<file path="config.mk">
export PLATFORM = sky130hd
export DESIGN_NAME = combined_lcg_shuffle_rng
export DESIGN_NICKNAME = d
export VERILOG_FILES = /design/src/sv/clsr_pkg.sv /design/src/sv/combined_lcg_shuffle_rng.sv /design/src/sv/clsr_ram.sv /design/src/sv/clsr_ctrl.sv /design/src/sv/clsr_dp.sv
export SDC_FILE = /design/constraint.sdc
export NUM_CORES = 2
export LEC_CHECK = 0
export BUFFER_PORTS_ARGS = -buffer_cell sky130_fd_sc_hd__buf_2
export CAP_MARGIN = 40
export CORE_UTILIZATION = 35
export CTS_BUF_LIST = sky130_fd_sc_hd__clkbuf_4
export CTS_CLUSTER_SIZE = 28
export DETAILED_ROUTE_END_ITERATION = 8
export GPL_TIMING_DRIVEN = 0
export SLEW_MARGIN = 10
export SYNTH_ARGS = -nofsm -noshare
export SYNTH_HDL_FRONTEND = slang
export SYNTH_SLANG_ARGS = --single-unit
</file>
<file path="constraint.sdc">
create_clock -name i_clk -period 24.3 [get_ports i_clk]
set_input_delay 1.215 -clock i_clk [delete_from_list [all_inputs] [get_ports i_clk]]
set_output_delay 1.215 -clock i_clk [all_outputs]
set_load 0.05 [all_outputs]
</file>
<file path="src/sv/clsr_pkg.sv">
package clsr_pkg;

    localparam int unsigned GEN_W  = 31;
    localparam int unsigned MUL_W  = 16;
    localparam int unsigned PROD_W = GEN_W + MUL_W;

    localparam logic [30:0] MOD_ONE  = 31'd2147483563;
    localparam logic [30:0] MOD_TWO  = 31'd2147483399;
    localparam logic [15:0] MUL_ONE  = 16'd40014;
    localparam logic [15:0] MUL_TWO  = 16'd40692;
    localparam logic [7:0]  FOLD_ONE = 8'd85;
    localparam logic [7:0]  FOLD_TWO = 8'd249;
    localparam logic [30:0] FOLD_ADD = 31'd2147483562;
    localparam logic [30:0] SECOND_RESET = 31'd123456789;
    localparam int unsigned WARMUP = 8;

    localparam logic CMD_DRAW = 1'b0;
    localparam logic CMD_SEED = 1'b1;

    typedef struct packed {
        logic seed_load;
        logic seed_mul;
        logic seed_red;
        logic draw_start;
        logic draw_addr;
        logic draw_commit;
    } t_cmd;

    typedef struct packed {
        logic idx_zero;
    } t_sts;

endpackage

</file>
<file path="src/sv/combined_lcg_shuffle_rng.sv">
// Channel   Dir  Ports                                         Bits
// request   in   i_in_valid/o_in_ready, i_cmd, i_seed_value     1, 31
// deviate   out  o_out_valid/i_out_ready, o_deviate             31
//
// A draw multiplies on the accepting edge, then reduces and reads the shuffle table,
// then combines and writes back, which makes the deviate valid; the next request is
// accepted after that commit. A seed request steps generator one through warm-up and
// table fill, each step a multiply and a reduce through the same modular unit, then draws.
// A waiting deviate holds the next request in its combine stage until taken.
// Synchronous active-low reset; the table reads as zero until written.
module combined_lcg_shuffle_rng #(
    parameter int unsigned TABLE_DEPTH = 32
) (
    input  logic        i_clk,
    input  logic        i_rst_n,
    input  logic        i_in_valid,
    output logic        o_in_ready,
    input  logic        i_cmd,
    input  logic [30:0] i_seed_value,
    output logic        o_out_valid,
    input  logic        i_out_ready,
    output logic [30:0] o_deviate
);

    clsr_pkg::t_cmd ctl;
    clsr_pkg::t_sts sts;

    clsr_ctrl u_ctrl (
        .i_clk       (i_clk),
        .i_rst_n     (i_rst_n),
        .i_in_valid  (i_in_valid),
        .o_in_ready  (o_in_ready),
        .i_cmd       (i_cmd),
        .o_out_valid (o_out_valid),
        .i_out_ready (i_out_ready),
        .o_ctl       (ctl),
        .i_sts       (sts)
    );

    clsr_dp #(
        .TABLE_DEPTH (TABLE_DEPTH)
    ) u_dp (
        .i_clk        (i_clk),
        .i_rst_n      (i_rst_n),
        .i_ctl        (ctl),
        .o_sts        (sts),
        .i_seed_value (i_seed_value),
        .o_deviate    (o_deviate)
    );

endmodule

</file>
<file path="src/sv/clsr_ram.sv">
module clsr_ram #(
    parameter int unsigned WIDTH = 31,
    parameter int unsigned DEPTH = 32
) (
    input  logic                     i_clk,
    input  logic                     i_we,
    input  logic [$clog2(DEPTH)-1:0] i_waddr,
    input  logic [WIDTH-1:0]         i_wdata,
    input  logic                     i_re,
    input  logic [$clog2(DEPTH)-1:0] i_raddr,
    output logic [WIDTH-1:0]         o_rdata
);

    logic [WIDTH-1:0] r_mem [DEPTH];
    logic [WIDTH-1:0] r_rdata;

    always_ff @(posedge i_clk) begin
        if (i_we) begin
            r_mem[i_waddr] <= i_wdata;
        end
        if (i_re) begin
            r_rdata <= r_mem[i_raddr];
        end
    end

    assign o_rdata = r_rdata;

endmodule

</file>
<file path="src/sv/clsr_ctrl.sv">
module clsr_ctrl (
    input  logic            i_clk,
    input  logic            i_rst_n,
    input  logic            i_in_valid,
    output logic            o_in_ready,
    input  logic            i_cmd,
    output logic            o_out_valid,
    input  logic            i_out_ready,
    output clsr_pkg::t_cmd  o_ctl,
    input  clsr_pkg::t_sts  i_sts
);

    localparam logic [2:0] S_IDLE       = 3'd0;
    localparam logic [2:0] S_SEED_MUL   = 3'd1;
    localparam logic [2:0] S_SEED_RED   = 3'd2;
    localparam logic [2:0] S_DRAW_START = 3'd3;
    localparam logic [2:0] S_DRAW_ADDR  = 3'd4;
    localparam logic [2:0] S_DRAW_OUT   = 3'd5;

    logic [2:0] r_state;
    logic [2:0] n_state;
    logic       r_out_vld;
    logic       n_out_vld;
    logic       accept;
    logic       out_free;

    assign o_in_ready  = (r_state == S_IDLE);
    assign accept      = i_in_valid && o_in_ready;
    assign out_free    = !r_out_vld || i_out_ready;
    assign o_out_valid = r_out_vld;

    always_comb begin
        n_state = r_state;
        o_ctl   = '0;
        case (r_state)
            S_IDLE: begin
                if (accept) begin
                    if (i_cmd == clsr_pkg::CMD_SEED) begin
                        o_ctl.seed_load = 1'b1;
                        n_state = S_SEED_MUL;
                    end else begin
                        o_ctl.draw_start = 1'b1;
                        n_state = S_DRAW_ADDR;
                    end
                end
            end
            S_SEED_MUL: begin
                o_ctl.seed_mul = 1'b1;
                n_state = S_SEED_RED;
            end
            S_SEED_RED: begin
                o_ctl.seed_red = 1'b1;
                n_state = i_sts.idx_zero ? S_DRAW_START : S_SEED_MUL;
            end
            S_DRAW_START: begin
                o_ctl.draw_start = 1'b1;
                n_state = S_DRAW_ADDR;
            end
            S_DRAW_ADDR: begin
                o_ctl.draw_addr = 1'b1;
                n_state = S_DRAW_OUT;
            end
            S_DRAW_OUT: begin
                if (out_free) begin
                    o_ctl.draw_commit = 1'b1;
                    n_state = S_IDLE;
                end
            end
            default: begin
                n_state = S_IDLE;
            end
        endcase
    end

    always_comb begin
        n_out_vld = r_out_vld;
        if (o_ctl.draw_commit) begin
            n_out_vld = 1'b1;
        end else if (i_out_ready) begin
            n_out_vld = 1'b0;
        end
    end

    always_ff @(posedge i_clk) begin
        if (!i_rst_n) begin
            r_state   <= S_IDLE;
            r_out_vld <= 1'b0;
        end else begin
            r_state   <= n_state;
            r_out_vld <= n_out_vld;
        end
    end

endmodule

</file>
<file path="src/sv/clsr_dp.sv">
module clsr_dp #(
    parameter int unsigned TABLE_DEPTH = 32
) (
    input  logic            i_clk,
    input  logic            i_rst_n,
    input  clsr_pkg::t_cmd  i_ctl,
    output clsr_pkg::t_sts  o_sts,
    input  logic [30:0]     i_seed_value,
    output logic [30:0]     o_deviate
);

    localparam int unsigned AW = $clog2(TABLE_DEPTH);
    localparam int unsigned QW = $clog2(TABLE_DEPTH + 2);
    localparam int unsigned IW = $clog2(TABLE_DEPTH + clsr_pkg::WARMUP);
    localparam int unsigned XW = 31 + QW;
    localparam logic [30:0] SLOT_DIV =
        31'(64'(clsr_pkg::FOLD_ADD) / 64'(TABLE_DEPTH)) + 31'd1;
    localparam logic [QW-1:0] RECIP = QW'(64'h8000_0000 / 64'(SLOT_DIV));
    localparam logic [IW-1:0] IDX_START = IW'(TABLE_DEPTH + clsr_pkg::WARMUP - 1);
    localparam logic [IW-1:0] IDX_DEPTH = IW'(TABLE_DEPTH);
    localparam logic [QW-1:0] Q_DEPTH   = QW'(TABLE_DEPTH);
    localparam logic [AW-1:0] SLOT_MAX  = AW'(TABLE_DEPTH - 1);

    function automatic logic [30:0] mod_reduce(
        input logic [clsr_pkg::PROD_W-1:0] p,
        input logic [7:0]                  fold,
        input logic [30:0]                 modulus
    );
        logic [31:0] s;
        s = 32'(p[clsr_pkg::PROD_W-1:31]) * 32'(fold) + 32'(p[30:0]);
        if (s >= {1'b0, modulus}) begin
            s = s - {1'b0, modulus};
        end
        return s[30:0];
    endfunction

    logic [30:0]                 r_gen1;
    logic [30:0]                 r_gen2;
    logic [30:0]                 r_last;
    logic [clsr_pkg::PROD_W-1:0] r_p1;
    logic [clsr_pkg::PROD_W-1:0] r_p2;
    logic [QW-1:0]               r_q;
    logic [AW-1:0]               r_slot;
    logic [IW-1:0]               r_idx;
    logic [TABLE_DEPTH-1:0]      r_vld;
    logic [30:0]                 r_dev;

    logic [30:0]   seed_clamped;
    logic [30:0]   gen1_next;
    logic [30:0]   gen2_next;
    logic [XW-1:0] q_prod;
    logic [XW-1:0] bound;
    logic [QW-1:0] q_fix;
    logic [AW-1:0] slot;
    logic [30:0]   rdata;
    logic [30:0]   entry;
    logic [31:0]   diff;
    logic [31:0]   diff_fold;
    logic [30:0]   dev;
    logic          idx_in_table;
    logic          ram_we;
    logic [AW-1:0] ram_waddr;
    logic [30:0]   ram_wdata;

    assign seed_clamped = (i_seed_value == '0) ? 31'd1 : i_seed_value;
    assign gen1_next    = mod_reduce(r_p1, clsr_pkg::FOLD_ONE, clsr_pkg::MOD_ONE);
    assign gen2_next    = mod_reduce(r_p2, clsr_pkg::FOLD_TWO, clsr_pkg::MOD_TWO);

    assign q_prod = XW'(r_last) * XW'(RECIP);
    assign bound  = XW'(r_q + QW'(1)) * XW'(SLOT_DIV);
    assign q_fix  = (XW'(r_last) >= bound) ? (r_q + QW'(1)) : r_q;
    assign slot   = (q_fix >= Q_DEPTH) ? SLOT_MAX : q_fix[AW-1:0];

    assign entry     = r_vld[r_slot] ? rdata : '0;
    assign diff      = {1'b0, entry} - {1'b0, r_gen2};
    assign diff_fold = diff + {1'b0, clsr_pkg::FOLD_ADD};
    assign dev       = (entry > r_gen2) ? diff[30:0] : diff_fold[30:0];

    assign idx_in_table = (r_idx < IDX_DEPTH);
    assign ram_we    = (i_ctl.seed_red && idx_in_table) || i_ctl.draw_commit;
    assign ram_waddr = i_ctl.draw_commit ? r_slot : r_idx[AW-1:0];
    assign ram_wdata = i_ctl.draw_commit ? r_gen1 : gen1_next;

    assign o_sts.idx_zero = (r_idx == '0);
    assign o_deviate      = r_dev;

    clsr_ram #(
        .WIDTH (31),
        .DEPTH (TABLE_DEPTH)
    ) u_table (
        .i_clk   (i_clk),
        .i_we    (ram_we),
        .i_waddr (ram_waddr),
        .i_wdata (ram_wdata),
        .i_re    (i_ctl.draw_addr),
        .i_raddr (slot),
        .o_rdata (rdata)
    );

    always_ff @(posedge i_clk) begin
        if (!i_rst_n) begin
            r_gen1 <= 31'd1;
            r_gen2 <= clsr_pkg::SECOND_RESET;
            r_last <= '0;
            r_idx  <= '0;
            r_vld  <= '0;
        end else begin
            if (i_ctl.seed_load) begin
                r_gen1 <= seed_clamped;
                r_gen2 <= seed_clamped;
                r_idx  <= IDX_START;
            end
            if (i_ctl.seed_red) begin
                r_gen1 <= gen1_next;
                if (idx_in_table) begin
                    r_vld[r_idx[AW-1:0]] <= 1'b1;
                end
                if (r_idx == '0) begin
                    r_last <= gen1_next;
                end else begin
                    r_idx <= r_idx - IW'(1);
                end
            end
            if (i_ctl.draw_addr) begin
                r_gen1 <= gen1_next;
                r_gen2 <= gen2_next;
            end
            if (i_ctl.draw_commit) begin
                r_vld[r_slot] <= 1'b1;
                r_last        <= dev;
            end
        end
    end

    always_ff @(posedge i_clk) begin
        if (i_ctl.seed_mul || i_ctl.draw_start) begin
            r_p1 <= clsr_pkg::PROD_W'(r_gen1) * clsr_pkg::PROD_W'(clsr_pkg::MUL_ONE);
        end
        if (i_ctl.draw_start) begin
            r_p2 <= clsr_pkg::PROD_W'(r_gen2) * clsr_pkg::PROD_W'(clsr_pkg::MUL_TWO);
            r_q  <= q_prod[XW-1:31];
        end
        if (i_ctl.draw_addr) begin
            r_slot <= slot;
        end
        if (i_ctl.draw_commit) begin
            r_dev <= dev;
        end
    end

endmodule

</file>
* Yosys cells after proc, flatten, opt, wreduce, memory -nomap -nowiden
Memories as Yosys holds them, arrays and structs flattened. A register that Yosys moved wholly into a read port is not among the register bits.
Cells that the tools add are included.
** Word-level totals
- Register bits after elaboration :: 267
- Memory bits (writable) :: 992
- Input bits :: 36
- Output and inout port bits :: 33
- Logic and storage cells :: 113
- Memories kept :: 1
** Memories
- u_dp.u_table.r_mem :: depth 32, bits a word 31, rd ports 1, clocked after Yosys merged registers in 1, wr ports 1, RTL line clsr_ram.sv:14 : logic [WIDTH-1:0] r_mem [DEPTH];
** Cells by class
- Add/sub/neg operators :: 9
- Multiply operators :: 5
- $lt $le $gt $ge :: 10
- Eq/ne operators :: 7
- Multiplexer cells :: 49
- Bitwise logic cells :: 2
- Reduce and logical (&&, ||, !) cells :: 18
** Operators with widths (number)
- 2-to-1 mux 31 bit :: 13
- 2-to-1 mux 32 bit :: 4
- greater-or-equal comparator 32 x 31 -> 1 bit (second input constant) :: 2
- OR 32 bit :: 2
- subtractor 31 bit (second input constant) :: 2
- multiplier 31 x 15 -> 46 bit (second input constant) :: 1
- multiplier 31 x 14 -> 45 bit (second input constant) :: 1
- greater-or-equal comparator 31 x 37 -> 1 bit :: 1
- multiplier 37 x 25 -> 36 bit (second input constant) :: 1
- adder 23 x 31 -> 32 bit :: 1
- adder 24 x 31 -> 32 bit :: 1
- adder 31 bit (second input constant) :: 1
- greater-than comparator 31 bit :: 1
- zero test 31 bit :: 1
- subtractor 31 bit :: 1
- multiplier 16 x 8 -> 24 bit (second input constant) :: 1
- 2-to-1 mux 6 bit :: 4
- multiplier 16 x 7 -> 23 bit (second input constant) :: 1
- one-hot mux 3 bit (6 select lines) :: 1
- 2-to-1 mux 1 bit :: 17
- adder 5 x 1 -> 6 bit (second input constant) :: 2
- less-than comparator 5 x 6 -> 1 bit (second input constant) :: 2
- demux 1 bit (select 5 bit) :: 2
- greater-or-equal comparator 5 x 1 -> 1 bit (second input constant) :: 2
- 21 further kinds :: 35

* Depth between registers and ports, before layout
- Depth in word-level cells :: 10
- Mapped depth :: 37
- Mapped depth without buffers :: 32

* Cells and area by module
A second synthesis with hierarchy kept.
** Unflattened totals
- Cells, all modules :: 6222
- Area total of the unflattened synthesis :: 77951.0 um^2
** Modules (own cells, without submodules)
- clsr_ram :: times used 1, cells each 2192, area an instance 39474.1 um^2, seq. area each 30719.5 um^2
- clsr_dp :: times used 1, cells each 3995, area an instance 38185.4 um^2, seq. area each 6586.3 um^2
- clsr_ctrl :: times used 1, cells each 35, area an instance 291.5 um^2, seq. area each 80.1 um^2

* Worst setup path after synthesis
OpenSTA, ideal clock, no wires.
- Kind :: register to register
- Start point :: reg u_dp.r_q[1]
- End point :: reg u_dp.u_table.r_rdata[18] (netlist: u_dp.u_table.o_rdata[18]) (read register of u_dp.u_table.r_mem) (data pin)
- Library setup time :: 0.265 ns
- Data arrival time :: 7.669 ns
- Required time :: 24.035 ns
- Slack :: 16.366 ns
- Cell stages (with the launch flop) :: 33
- Path buffers :: 4
- Clock period less this slack :: 7.934 ns
- Cell sequence :: edfxtp_1 ha_1 xnor2_1 inv_1 ha_1 xnor2_1 inv_1 fa_1 fa_1 inv_1 ha_1 nor2b_1 o21a_1 o21ai_0 nand2b_1 a21o_1 fa_1 ha_1 a21o_1 a21o_1 a21oi_1 nor3_1 o311a_1 nor3_1 or3_1 clkbuf_1 mux2_2 buf_4 buf_2 clkbuf_1 mux2_2 o211ai_1 nor4_1
** On the way
- Word-level cells in the longest chain between the ends :: 6
- Elaborated cells between the ends (all ways) :: 7
- Those cells by class :: add/sub: 2; mul: 1; order compare: 2; mux: 2
** RTL lines
- from (decl) :: RTL line clsr_dp.sv:42 : logic [QW-1:0] r_q;
- from (signal assigned) :: RTL line clsr_dp.sv:141 : r_q <= q_prod[XW-1:31];
- adder 5 x 1 -> 6 bit :: RTL line clsr_dp.sv:70, clsr_dp.sv:71
- multiplier 37 x 25 -> 36 bit :: RTL line clsr_dp.sv:70 : assign bound = XW'(r_q + QW'(1)) * XW'(SLOT_DIV);
- greater-or-equal comparator 31 x 37 -> 1 bit :: RTL line clsr_dp.sv:71 : assign q_fix = (XW'(r_last) >= bound) ? (r_q + QW'(1)) : r_q;
- 2-to-1 mux 6 bit * :: RTL line clsr_dp.sv:71
- greater-or-equal comparator 6 bit :: RTL line clsr_dp.sv:72 : assign slot = (q_fix >= Q_DEPTH) ? SLOT_MAX : q_fix[AW-1:0];
- 2-to-1 mux 5 bit * :: RTL line clsr_dp.sv:72
- to (decl) :: RTL line clsr_ram.sv:15 : logic [WIDTH-1:0] r_rdata;
Mark *: on every way between the ends. The rest lies on a longest branch, timed or not.
A chain may end at the register's enable or synchronous reset.

* Final worst setup path
Same ends and word-level chain as after synthesis.

==> flow_summary.yaml <==
clocking:
  cts_resized: 0
  cts_tree: "built"
  post_cts_buffers: 0
  cts_made_buffers: 333
  clockRootBuffer: "clkbuf_4"
  clkSinkCount: 1290
  postCtsHoldBufs: 0
  path_clk_slew_ns: 0.07
  cts_buffer_depth: 4
  cts_max_level: 5
  clk_latency_ns: 1.34
timing:
  period_share_pct: 46.7
  fmax_mhz: 88.1
  setup_violations: 0
  rsz0062_at_grt: "no"
  slew_headroom_pct: 33.1
  slew_viol_final: 0
  setup_tns_ns: 0
  tightest_slew_ns: 0.996
  fin_skew_ns: 0.157
  finalHoldViolCount: 0
  period_needed_ns: 11.35
floorplan:
  die_w_um: 474
  core_region_area_sq_um: 222000
  die_h_um: 474
  io_pins: 69
  die_area_sq_um: 225000
  initial_core_util_pct: 35.2
  std_cell_rows: 173
logic_synthesis:
  ys_seq_area_share_pct: 47.9
  synth_ff_type: "edfxtp_1"
  syn_area_sq_um: 78100
  synth_top_area_share_pct: 44.4
  syn_nets: 7326
  yosys-top-cells-count: "edfxtp_1 (1155), inv_1 (733), ha_1 (544)"
  yosysTopAreaCell: "edfxtp_1"
  synth_edf_count: 1155
  yosysMostFrequentCell: "edfxtp_1"
  syn_inst: 6281
  yosysWarnings: 0
  async_reset_ff_share_pct: 0
  yosys_register_bits: 1290
  synthTopCellsByArea: "edfxtp_1 (44%), fa_1 (12%), ha_1 (8.7%)"
  synth_area_per_cell_sq_um: 12.4
  synth_cell_types: 93
drt:
  drtPass1Iterations: 8
  vias: 52100
  drc_errors: 0
  ant_nets: 0
  wl_per_cell_um: 22.0
  wl_um: 220000
  routed_via_density: 5.22
  drtIter0Drc: 4379
global_routing:
  overflow: 0
  grt_antenna_before_repair: 11
  grt_pass1_vias: 53000
  grt_usage_pct: 19.4
  grt.busiest_layer: "met2"
  grtUsageMet2_pct: 31.0
  grt_max_degree: 37
  grt_pass1_wl_um: 329000
  met3_usage_pct: 4.40
  use_met1_pct: 26.0
finish:
  fin_util_pct: 39.8
  syn_to_final_growth_pct: 13.1
  fill_cells: 21200
  fin_area_sq_um: 88300
  final_layout_size_suffix_gt1_share_pct: 13.7
  nets: 7824
job:
  cap_violations: 0
worst_setup_path:
  cp_common_cell: "ha_1"
  critPathArrivalTime_ns: 12.28
  cp_slowest_cell: "nor4_1"
  startpoint_type: "register"
  worstSetupEndpointType: "register"
  cp_slowest_stage_delay_ns: 0.84
  worstSetupPathType: "reg -> reg"
  crit_required_ns: 25.23
  cp_max_fo: 10
placement:
  gp_congestion: 0.924
  hpwl_um: 170000
  io_buffers: 67
  placed_cell_area_sq_um: 84200
status:
  status: "complete, no violations"
hold_path:
  min_path_type: "in -> reg"
==> path summary, 6_finish.rpt <==
| check | slack [ns] | depth (start not counted) | to | start |
|---|---|---|---|---|
| max reg2reg | 12.95 | 28 | u_dp.u_table.o_rdata[18] | u_dp.r_q[1] |
| min | 0.31 | 3 | u_dp.r_gen1[4] | i_seed_value[4] |
| min reg2reg | 0.48 | 2 | u_dp.r_vld[3] | u_dp.r_vld[3] |
| max | 12.95 | 28 | u_dp.u_table.o_rdata[18] | u_dp.r_q[1] |
==> per-stage QoR <==
stage	hold WS (ns)	std cells	setup WS (ns)
after floorplan	0.436	6281	16.37
after global placement	0.454	9323	13.18
after detailed placement	0.463	9412	13.19
after CTS	0.227	9966	13.12
after global routing	0.243	9979	12.26
final	0.312	9988	12.95
==> registers in the layout, summed over array words and instances (netlist names) <==
register              count
u_ctrl.o_out_valid        1
u_ctrl.r_state            3
u_dp.o_deviate           31
u_dp.r_gen1              31
u_dp.r_gen2              31
u_dp.r_idx                6
u_dp.r_last              31
u_dp.r_p1                46
u_dp.r_p2                45
u_dp.r_q                  5
u_dp.r_slot               5
u_dp.r_vld               32
u_dp.u_table.o_rdata     31
u_dp.u_table.r_mem      992
==> metal layers <==
| layer | share of wire, % | wire length [um] |
|---|---|---|
| met5 | 0.019 | 42 |
| met2 | 46 | 101000 |
| met1 | 44 | 96300 |
| met3 | 7.5 | 16500 |
| met4 | 2.8 | 6080 |
==> layout make-up <==
class | instances | area (sq um) | share of cell area, %
Multi-Input combinational cell | 4017 | 37500 | 42.5
Sequential cell | 1290 | 37400 | 42.3
Tap cell | 2975 | 3720 | 4.21
Clock buffer | 475 | 3570 | 4.04
Inverter | 735 | 2760 | 3.12
Timing Repair Buffer | 163 | 1990 | 2.25
Buffer | 239 | 1010 | 1.14
Clock inverter | 79 | 337 | 0.381
Antenna cell | 15 | 37.5 | 0.0425
==> worst max-delay path: cells and delay by family, from the launching register on <==
family	cells	cell delay [ns]
AND/OR/NAND/NOR	7	2.45
AO/OA/AOI/OAI	6	1.95
multiplexers	2	0.86
flip-flops	1	0.53
buffers and inverters	4	1.76
adder cells (fa/ha/maj)	6	2.40
XOR/XNOR	3	1.04
==> placed cells by master (no fill, tap or decap), drive strengths merged, types with 19 or more instances in the layout <==
master and n:
xnor2 149, nor2b 84, or2 21, buf 231
a221oi 46, clkinv 71, nand2b 48, mux2 102
ha 544, mux2i 421, nor3 59, o211ai 59
and2 23, a31oi 28, edfxtp 1155, o22ai 41
a21oi 246, a211oi 76, clkbuf 639, o32ai 64
o21a 39, o21bai 30, nor2 395, a21o 84
o31ai 21, nand2 292, a311o 31, o21ai 106
dfxtp 135, fa 465, nand4 35, a22oi 51
xor2 77, nor4 55, inv 741, or3 22
a2111oi 19, nand3 58, and3 30
==> cells by family (layout without fill, tap and decap cells) <==
| group | count (synthesis) | count (layout) | synth area share [%] |
|---|---|---|---|
| DFF | 1290 | 1290 | 47.9 |
| and+or+nand+nor | 1179 | 1179 | 7.23 |
| AOI/OAI and AO/OA | 1074 | 1074 | 9.87 |
| adders and majority gates | 1009 | 1009 | 20.6 |
| buffers and inverters | 974 | 1691 | 4.82 |
| muxes | 529 | 529 | 7.04 |
| xor gates and xnor gates | 226 | 226 | 2.53 |
| other | 0 | 15 | 0 |
Power is not shown: default switching activity piles up to over one toggle a cycle in this logic, so the estimate is an artifact.
